--- src/rtl/wlm_pkg.sv ---
// wlm_pkg: shared types, register indexes and reset values for the
// windowed latency monitor; no dependencies
package wlm_pkg;

  // configuration register indexes
  localparam int unsigned CFG_IDX_W = 2;
  localparam logic [CFG_IDX_W-1:0] CFG_SLOW_THRESHOLD  = 2'd0;
  localparam logic [CFG_IDX_W-1:0] CFG_STALL_THRESHOLD = 2'd1;
  localparam logic [CFG_IDX_W-1:0] CFG_WINDOW_LENGTH   = 2'd2;

  // register reset values
  localparam logic [31:0] SLOW_THRESHOLD_RST  = 32'd1000;
  localparam logic [31:0] STALL_THRESHOLD_RST = 32'd50000;
  localparam logic [31:0] WINDOW_LENGTH_RST   = 32'd1000;

  // configuration register set
  typedef struct packed {
    logic [31:0] slow_threshold_us;
    logic [31:0] stall_threshold_us;
    logic [31:0] window_length_ms;
  } cfg_t;

  // input item
  typedef struct packed {
    logic [31:0] pass_time_us;
    logic [31:0] gap_time_us;
    logic [47:0] now_ms;
  } in_item_t;

  // result item
  typedef struct packed {
    logic [31:0] pass_count;
    logic [47:0] pass_time_sum;
    logic [31:0] pass_time_max;
    logic [31:0] slow_count;
    logic [31:0] gap_max;
    logic [31:0] pass_after_gap_max;
    logic [31:0] stall_count;
  } out_item_t;

  // saturating 32-bit increment
  function automatic logic [31:0] inc_sat32(input logic [31:0] v);
    return (v == 32'hFFFF_FFFF) ? v : v + 32'd1;
  endfunction

endpackage

--- src/rtl/windowed_latency_monitor.sv ---
// windowed_latency_monitor: top level with input and result registers
// depends on wlm_pkg, wlm_cfg_regs, wlm_stats
//
//   channel  | ports                             | payload
//   ---------+-----------------------------------+------------------
//   input    | in_valid, in_stall, in_data       | wlm_pkg::in_item_t
//   result   | out_valid, out_stall, out_data    | wlm_pkg::out_item_t
//   config   | cfg_we, cfg_index, cfg_wdata      | 32-bit register
//
// one item per cycle sustained; an item that closes a window with activity waits in
// the input register, and its report is registered in the result register and offered
// from it; the only back-pressure comes from a full result register held by out_stall
// synchronous active-low reset restores register defaults and clears the window
module windowed_latency_monitor (
  input  logic                          clk,
  input  logic                          rst_n,
  input  logic                          in_valid,
  output logic                          in_stall,
  input  wlm_pkg::in_item_t             in_data,
  output logic                          out_valid,
  input  logic                          out_stall,
  output wlm_pkg::out_item_t            out_data,
  input  logic                          cfg_we,
  input  logic [wlm_pkg::CFG_IDX_W-1:0] cfg_index,
  input  logic [31:0]                   cfg_wdata
);

  wlm_pkg::cfg_t      cfg;
  wlm_pkg::in_item_t  in_data_r;
  logic               in_valid_r;
  wlm_pkg::out_item_t out_data_r;
  logic               out_valid_r;
  logic               proc_go;
  logic               in_take;
  logic               emit;
  wlm_pkg::out_item_t report;

  // configuration registers
  wlm_cfg_regs u_cfg (
    .clk       (clk),
    .rst_n     (rst_n),
    .cfg_we    (cfg_we),
    .cfg_index (cfg_index),
    .cfg_wdata (cfg_wdata),
    .cfg       (cfg)
  );

  // pipeline control: process when the result slot is free or draining
  assign proc_go  = in_valid_r && (!out_valid_r || !out_stall);
  assign in_stall = in_valid_r && !proc_go;
  assign in_take  = in_valid && !in_stall;

  // input register
  always_ff @(posedge clk) begin
    if (!rst_n) begin
      in_valid_r <= 1'b0;
    end else if (in_take) begin
      in_valid_r <= 1'b1;
    end else if (proc_go) begin
      in_valid_r <= 1'b0;
    end
  end

  always_ff @(posedge clk) begin
    if (in_take) begin
      in_data_r <= in_data;
    end
  end

  // statistics and window logic
  wlm_stats u_stats (
    .clk    (clk),
    .rst_n  (rst_n),
    .go     (proc_go),
    .cfg    (cfg),
    .item   (in_data_r),
    .emit   (emit),
    .report (report)
  );

  // result register
  always_ff @(posedge clk) begin
    if (!rst_n) begin
      out_valid_r <= 1'b0;
    end else if (proc_go) begin
      out_valid_r <= emit;
    end else if (out_valid_r && !out_stall) begin
      out_valid_r <= 1'b0;
    end
  end

  always_ff @(posedge clk) begin
    if (proc_go && emit) begin
      out_data_r <= report;
    end
  end

  assign out_valid = out_valid_r;
  assign out_data  = out_data_r;

endmodule

--- src/rtl/wlm_cfg_regs.sv ---
// wlm_cfg_regs: threshold and window length registers with write decode
// depends on wlm_pkg
module wlm_cfg_regs (
  input  logic                          clk,
  input  logic                          rst_n,
  input  logic                          cfg_we,
  input  logic [wlm_pkg::CFG_IDX_W-1:0] cfg_index,
  input  logic [31:0]                   cfg_wdata,
  output wlm_pkg::cfg_t                 cfg
);

  wlm_pkg::cfg_t cfg_r;
  wlm_pkg::cfg_t cfg_nxt;

  // write decode
  always_comb begin
    cfg_nxt = cfg_r;
    if (cfg_we) begin
      unique case (cfg_index)
        wlm_pkg::CFG_SLOW_THRESHOLD:  cfg_nxt.slow_threshold_us  = cfg_wdata;
        wlm_pkg::CFG_STALL_THRESHOLD: cfg_nxt.stall_threshold_us = cfg_wdata;
        wlm_pkg::CFG_WINDOW_LENGTH:   cfg_nxt.window_length_ms   = cfg_wdata;
        default: cfg_nxt = cfg_r;
      endcase
    end
  end

  // register file
  always_ff @(posedge clk) begin
    if (!rst_n) begin
      cfg_r.slow_threshold_us  <= wlm_pkg::SLOW_THRESHOLD_RST;
      cfg_r.stall_threshold_us <= wlm_pkg::STALL_THRESHOLD_RST;
      cfg_r.window_length_ms   <= wlm_pkg::WINDOW_LENGTH_RST;
    end else begin
      cfg_r <= cfg_nxt;
    end
  end

  assign cfg = cfg_r;

endmodule

--- src/rtl/wlm_stats.sv ---
// wlm_stats: window statistics registers, single-pass update and window close
// depends on wlm_pkg
module wlm_stats (
  input  logic                 clk,
  input  logic                 rst_n,
  input  logic                 go,
  input  wlm_pkg::cfg_t        cfg,
  input  wlm_pkg::in_item_t    item,
  output logic                 emit,
  output wlm_pkg::out_item_t   report
);

  logic [47:0] window_start_r;
  logic [31:0] passes_r;
  logic [47:0] sum_r;
  logic [31:0] dur_max_r;
  logic [31:0] gap_max_r;
  logic [31:0] dur_at_gap_r;
  logic [31:0] slow_r;
  logic [31:0] stalls_r;

  logic [31:0] passes_nxt;
  logic [47:0] sum_nxt;
  logic [31:0] dur_max_nxt;
  logic [31:0] gap_max_nxt;
  logic [31:0] dur_at_gap_nxt;
  logic [31:0] slow_nxt;
  logic [31:0] stalls_nxt;
  logic [47:0] window_start_nxt;

  logic [48:0] sum_wide;
  logic [47:0] start_eff;
  logic [47:0] elapsed;
  logic        close;

  // per-item statistics update
  always_comb begin
    passes_nxt = wlm_pkg::inc_sat32(passes_r);
    sum_wide   = {1'b0, sum_r} + {17'd0, item.pass_time_us};
    sum_nxt    = sum_wide[48] ? 48'hFFFF_FFFF_FFFF : sum_wide[47:0];
    dur_max_nxt = (item.pass_time_us > dur_max_r) ? item.pass_time_us : dur_max_r;
    slow_nxt   = (item.pass_time_us > cfg.slow_threshold_us) ?
                 wlm_pkg::inc_sat32(slow_r) : slow_r;
    stalls_nxt = (item.gap_time_us > cfg.stall_threshold_us) ?
                 wlm_pkg::inc_sat32(stalls_r) : stalls_r;
    // ties keep the earlier longest gap
    if (item.gap_time_us > gap_max_r) begin
      gap_max_nxt    = item.gap_time_us;
      dur_at_gap_nxt = item.pass_time_us;
    end else begin
      gap_max_nxt    = gap_max_r;
      dur_at_gap_nxt = dur_at_gap_r;
    end
  end

  // window timing: zero start means not started, elapsed wraps at 48 bits
  always_comb begin
    start_eff = (window_start_r == 48'd0) ? item.now_ms : window_start_r;
    elapsed   = item.now_ms - start_eff;
    close     = elapsed >= {16'd0, cfg.window_length_ms};
    window_start_nxt = close ? item.now_ms : start_eff;
    emit      = close && ((slow_nxt != 32'd0) || (stalls_nxt != 32'd0));
  end

  // report contents
  always_comb begin
    report.pass_count         = passes_nxt;
    report.pass_time_sum      = sum_nxt;
    report.pass_time_max      = dur_max_nxt;
    report.slow_count         = slow_nxt;
    report.gap_max            = gap_max_nxt;
    report.pass_after_gap_max = dur_at_gap_nxt;
    report.stall_count        = stalls_nxt;
  end

  // state update; statistics cleared and start moved when the window closes
  always_ff @(posedge clk) begin
    if (!rst_n) begin
      window_start_r <= '0;
      passes_r       <= '0;
      sum_r          <= '0;
      dur_max_r      <= '0;
      gap_max_r      <= '0;
      dur_at_gap_r   <= '0;
      slow_r         <= '0;
      stalls_r       <= '0;
    end else if (go) begin
      window_start_r <= window_start_nxt;
      if (close) begin
        passes_r     <= '0;
        sum_r        <= '0;
        dur_max_r    <= '0;
        gap_max_r    <= '0;
        dur_at_gap_r <= '0;
        slow_r       <= '0;
        stalls_r     <= '0;
      end else begin
        passes_r     <= passes_nxt;
        sum_r        <= sum_nxt;
        dur_max_r    <= dur_max_nxt;
        gap_max_r    <= gap_max_nxt;
        dur_at_gap_r <= dur_at_gap_nxt;
        slow_r       <= slow_nxt;
        stalls_r     <= stalls_nxt;
      end
    end
  end

endmodule

--- config.mk ---
export PLATFORM = sky130hd
export DESIGN_NAME = windowed_latency_monitor
export DESIGN_NICKNAME = d
export VERILOG_FILES = /design/src/rtl/wlm_pkg.sv /design/src/rtl/windowed_latency_monitor.sv /design/src/rtl/wlm_cfg_regs.sv /design/src/rtl/wlm_stats.sv
export SDC_FILE = /design/constraint.sdc
export NUM_CORES = 2
export LEC_CHECK = 0
export BUFFER_PORTS_ARGS = -buffer_cell sky130_fd_sc_hd__buf_2
export CAP_MARGIN = 20
export CORE_MARGIN = 2
export CORE_UTILIZATION = 55
export CTS_CLUSTER_DIAMETER = 100
export CTS_CLUSTER_SIZE = 40
export DETAILED_ROUTE_END_ITERATION = 16
export MAX_ROUTING_LAYER = met4
export PLACE_DENSITY = 0.75
export SYNTH_ARGS = -nofsm -noshare
export SYNTH_HDL_FRONTEND = slang
export SYNTH_SLANG_ARGS = --single-unit
--- constraint.sdc ---
create_clock -name clk -period 34 [get_ports clk]
set_clock_uncertainty 0.2 [all_clocks]
set_input_delay 3.4 -clock clk [delete_from_list [all_inputs] [get_ports clk]]
set_output_delay 3.4 -clock clk [all_outputs]
set_load 0.005 [all_outputs]
# == Word level (Yosys, flattened, before mapping) ==
# Index checks and enable logic that the tools add are counted.
# totals
register_bits,738
in_bits,151
out_inout_bits,242
# op_classes
addsub,5
n_lt_le_gt_ge,5
eq_ne,5
n_mux,22
n_reduce_logical,21
# ops
cell,n
$mux 32,14
$mux 48,4
$gt 32x32->1,4
$add 32x1->32 const B,3
$eq 32x32->1 const B,3
$reduce_bool 32->1,2
$add 48x32->49,1
$ge 48x32->1,1
$logic_not 48->1,1
$sub 48x48->48,1
$logic_and 1x1->1,6
$reduce_and 2->1,3
$logic_not 1->1,4
$mux 1,4
$reduce_bool 2->1,2
$eq 2x1->1 const B,1
$eq 2x2->1 const B,1
$logic_not 2->1,1
$logic_or 1x1->1,2

# == Logic depth before layout (Yosys ltp) ==
# logic_depth
depth_word,8
mapped_depth,36
ltp_nobuf,30

# == Hierarchy ==
# A second synthesis with hierarchy kept.
# hier_totals
hier_cells,3668
area_unflattened_um2,37682.4
# modules_own_cells
module,n_inst,cells_each,area_each_um2
wlm_stats,1,2950,23314.9
windowed_latency_monitor,1,362,10661.5
wlm_cfg_regs,1,356,3706.1

# == Least setup slack after synthesis ==
# No wires, ideal clock.
# synth_timing
path_type,reg2reg
startpoint,register u_stats.window_start_r[39]
endpoint,register out_data_r (netlist bit out_data[0]) (enable)
setup_ns,0.922
arrival_time_ns,17.462
path_slack_ns,15.416
stages_incl_launch_ff,33
path_buffers,3
period_less_slack_ns,18.584
cell_sequence,dfxtp_1 -> nor4_1 -> nand4_2 -> nor3_2 -> clkbuf_1 -> buf_1 -> a21o_1 -> ha_1 -> inv_1 -> ha_1 -> o41ai_1 -> a311o_1 -> o211ai_2 -> a211oi_2 -> nor2_1 -> nor2_1 -> nor2_1 -> a211oi_1 -> o31ai_1 -> xor2_1 -> ha_1 -> nand4_1 -> nor4_1 -> a22o_1 -> a2111oi_0 -> nand4b_1 -> nor4bb_1 -> nand3_1 -> nor4b_2 -> nand4_2 -> nand2_1 -> buf_2 -> a21oi_1
# synth_via
elab_chain_cells,6
# synth_lines
item,line,text
from (decl),wlm_stats.sv:13,logic [47:0] window_start_r;
from (signal assigned),wlm_stats.sv:88,window_start_r <= window_start_nxt;
$logic_not 48->1,wlm_stats.sv:58,start_eff = (window_start_r == 48'd0) ? item.now_ms : window_start_r;
$mux 48 (*),wlm_stats.sv:58,
$sub 48x48->48 (*),wlm_stats.sv:59,elapsed = item.now_ms - start_eff;
$ge 48x32->1 (*),wlm_stats.sv:60,"close = elapsed >= {16'd0, cfg.window_length_ms};"
$logic_and 1x1->1 (*),wlm_stats.sv:62,emit = close && ((slow_nxt != 32'd0) || (stalls_nxt != 32'd0));
$logic_and 1x1->1 (*),windowed_latency_monitor.sv:93,if (proc_go && emit) begin
to (signal assigned),windowed_latency_monitor.sv:94,out_data_r <= report;
to (decl),windowed_latency_monitor.sv:31,wlm_pkg::out_item_t out_data_r;
# Every way passes the cells marked *; elsewhere a longest branch is shown, timed or not.
# A chain may end at the register's enable or synchronous reset.

# == Final worst setup path ==
# layout_timing
startpoint,register u_stats.window_start_r[10]
endpoint,register out_data_r (netlist bit out_data[64]) (enable)
# Same word-level chain as after synthesis.

==> impl_metrics.csv <==
group,metric,value,unit
placement,placed_cells,5061,
synth,synth-seq-cells,738,
synth,syn_inst,3911,
synth,async_flop_share,0,%
detailed_routing,drc_errors,0,
die,die_y,267,µm
clock_network,cts-resized-gates,0,
synth,yosysTopAreaCell,"edfxtp_1",
detailed_routing,dr.pass1.iters,6,
clock_network,clkTransAtPathRegs,0.12,ns
synth,synthMuxAreaShare,3.13,%
synth,synth_area_leaders,"edfxtp_1, dfxtp_1, ha_1",
clock_network,cts_tree,"yes",
setup_path,critPathLaunch,"u_stats.window_start_r[10]$_SDFFE_PN0P_",
synth,ys_seq_area_share,48.0,%
die,die_x,267,µm
placement,gp_congestion,0.985,
setup_path,cpPeakStageDelay,0.81,ns
grt,track_usage,29.7,%
flow_run,drv_cap,0,
synth,synth_flop_cell,"dfxtp_1",
cells_and_area,fin_util,60.8,%
die,num_rows,96,
grt,grt_first_pass_wirelength,163000,µm
synth,synth-xor-area-share,3.77,%
sta,slew_headroom,16.0,%
cells_and_area,area_growth,9.46,%
synth,synth_top_family_by_area,"compound AO/OA/AOI/OAI gates",
setup_path,cp_top_family,"simple AND/OR/NAND/NOR gates",
setup_path,worstPathMaxFanout,177,
synth,synth-compound-area-share,17.0,%
grt,grt_pass1_vias,28700,
placement,dp_hpwl,77200,µm
synth,synth.distinct_cells,90,
setup_path,start_kind,"flop",
power_and_ir_drop,ir_drop,0.0000550,V
detailed_routing,drt-initial-drc-count,2968,
synth,synthTopCellsByCount,"nand2_1, a21oi_1, dfxtp_1, edfxtp_1, ha_1",
power_and_ir_drop,power.density,41.7,nW/µm²
sta,rsz0062_at_grt,"false",
setup_path,end_kind,"flop",
clock_network,cts_root_buf,"clkbuf_16",
detailed_routing,wl_per_cell,20.8,µm
clock_network,insertion_delay,0.66,ns
synth,synth_area,38100,µm²
cells_and_area,finalNetCount,4549,
power_and_ir_drop,p_leak,15.7,nW
setup_path,cp.depth,31,
sta,hold_violations,0,
cells_and_area,final_cell_count_no_fill,5126,
synth,synth_adder_area_share,7.86,%
cells_and_area,fill_cells,5829,
clock_network,cts_buffer_depth,3,
setup_path,worstPathRequired,33.94,ns
sta,setup_viol,0,
clock_network,htree_levels,1,
clock_network,postCtsHoldBufs,0,
synth,synth_top_area_share,27.7,%
synth,syn_avg_cell_area,9.75,µm²
cells_and_area,drive_above_1_share,15.0,%
clock_network,cts-buffers-inserted,28,
setup_path,crit_end,"out_data[64]$_DFFE_PP_",
cells_and_area,multi_input_area,18200,µm²
grt,grt_overflow_total,0,
setup_path,reg2reg_slack,23.35,ns
sta,worstMarginPinSlew,1.26,ns
sta,fmax,93.9,MHz
grt,antenna_found_initial,13,
die,core,68600,µm²
detailed_routing,num_vias,30900,
cells_and_area,regArea,18300,µm²
grt,grt_max_degree,178,
clock_network,postCtsSetupRepairBufs,0,
power_and_ir_drop,power,1.74,mW
setup_path,critPathBufInv,4,
setup_path,rr_startpoint,"u_stats.window_start_r[10]$_SDFFE_PN0P_",
outcome,status,"finished, final reports clean",
synth,synth.net_count,4300,
sta,min_period,10.65,ns
synth,synth_simple_gate_area_share,15.9,%
die,start_util,55.6,%
detailed_routing,wl,106000,µm
sta,setup_tns,0,ns
worst_hold_path,hold_path_class,"reg -> reg",
synth,yosysWarnings,0,
setup_path,critical_path_class,"reg -> reg",
detailed_routing,via_per_inst,6.03,
setup_path,rr_worst_depth,31,
placement,port_buffers,392,
sta,drv_slew,0,
clock_network,clock_sinks,738,
detailed_routing,ant_nets,0,
synth,synth-edff-count,352,
setup_path,cp.arrival,10.59,ns
synth,yosysMostFrequentCell,"nand2_1",
setup_path,critPathSlowestCell,"nor3_4",
die,dieArea,71400,µm²
setup_path,worstReg2RegEnd,"out_data[64]$_DFFE_PP_",
sta,fin_crit_sh,31.3,%
die,io_pins,393,
metal layers:
metal | wire, µm | vias up | global-route usage, % | share of wire, %
met1 | 46400 | 14900 | 40.1 | 44
li1 | - | 14800 | - | -
met4 | 3760 | 0 | 9.35 | 3.5
met5 | 0 | - | - | 0
met3 | 6560 | 174 | 3.64 | 6.2
met2 | 49800 | 1039 | 46.8 | 47
cell type report:
| class | count | share of cell area (%) |
|---|---|---|
| multi-input cells | 2764 | 43.7 |
| clock buffers | 32 | 1.79 |
| diodes | 13 | 0.0780 |
| inverters | 203 | 1.84 |
| clock inverters | 20 | 0.645 |
| flip-flops and latches | 738 | 43.9 |
| repair buffers | 425 | 5.33 |
| well taps | 931 | 2.79 |
worst reg2reg max path: cells and delay by family, from the launching register on:
kind	cells	cell delay, ns
fa+ha+maj	3	0.67
compound gates	11	2.84
flops	1	0.35
xor+xnor	1	0.18
buf+inv	4	1.28
simple gates	12	4.22
cells in the final DEF, fill, tap and decap left out, drive strengths merged, types with 10 or more instances in the layout:
cell    instances
a21oi         406
nor4b          10
diode          13
a21o           62
edfxtp        352
o21a           69
a21boi         13
nand3         198
a31oi          19
nand2b         25
buf           425
o21ai         178
nor2b          37
mux2           98
or2            19
or3            13
a211oi         24
a22o          105
and2           21
inv           212
and4           20
nor2          154
xnor2         102
nand4          92
xor2           62
and3           38
nand2         470
nor3           48
nor4           48
o21bai         14
o211ai         36
ha            237
dfxtp         386
clkbuf         32
flip-flops by register name, summed over array words and instances, names as in the netlist:
| signal | flops |
|---|---|
| in_valid_r | 1 |
| u_cfg.cfg | 96 |
| in_data_r | 112 |
| u_stats.slow_r | 32 |
| u_stats.window_start_r | 48 |
| out_data | 240 |
| u_stats.gap_max_r | 32 |
| u_stats.sum_r | 48 |
| u_stats.passes_r | 32 |
| u_stats.dur_max_r | 32 |
| u_stats.stalls_r | 32 |
| out_valid | 1 |
| u_stats.dur_at_gap_r | 32 |
logic make-up after synthesis:
kind of cell | Yosys count
adders and majority gates | 239
DFF | 738
AOI/OAI and AO/OA | 1021
buffers and inverters | 409
xor gates and xnor gates | 164
muxes | 107
and+or+nand+nor | 1233
how the worst min path moves through the flow:
stage	cells after the start	slack [ns]	to	startpoint
finish	2	0.26	u_cfg.cfg[48]$_SDFFE_PN0P_	u_cfg.cfg[48]$_SDFFE_PN0P_
floorplan	2	0.23	u_stats.stalls_r[30]$_SDFFE_PN0P_	u_stats.stalls_r[30]$_SDFFE_PN0P_
global route	2	0.28	u_cfg.cfg[31]$_SDFFE_PN0P_	u_cfg.cfg[31]$_SDFFE_PN0P_
global placement	2	0.24	u_cfg.cfg[81]$_SDFFE_PN0P_	u_cfg.cfg[81]$_SDFFE_PN0P_
detailed placement	2	0.25	u_cfg.cfg[31]$_SDFFE_PN0P_	u_cfg.cfg[31]$_SDFFE_PN0P_
CTS	2	0.26	u_cfg.cfg[31]$_SDFFE_PN0P_	u_cfg.cfg[31]$_SDFFE_PN0P_
through the flow:
stage / hold WS, ns / area, µm² / setup WS [ns]
after CTS: 0.263 / 41700 / 23.64
after global routing: 0.279 / 41700 / 22.74
after global placement: 0.242 / 40700 / 23.82
after floorplan: 0.232 / 38100 / 15.42
after detailed placement: 0.246 / 40700 / 23.64
final: 0.262 / 41700 / 23.35
report_power, final:
| group | internal [mW] | switching [mW] | total (mW) |
|---|---|---|---|
| combinational | 0.101 | 0.168 | 0.269 |
| sequential | 0.969 | 0.0250 | 0.994 |
| clock | 0.181 | 0.296 | 0.477 |
| total | 1.25 | 0.489 | 1.74 |
No activity file was read; power rests on OpenSTA's default activity.
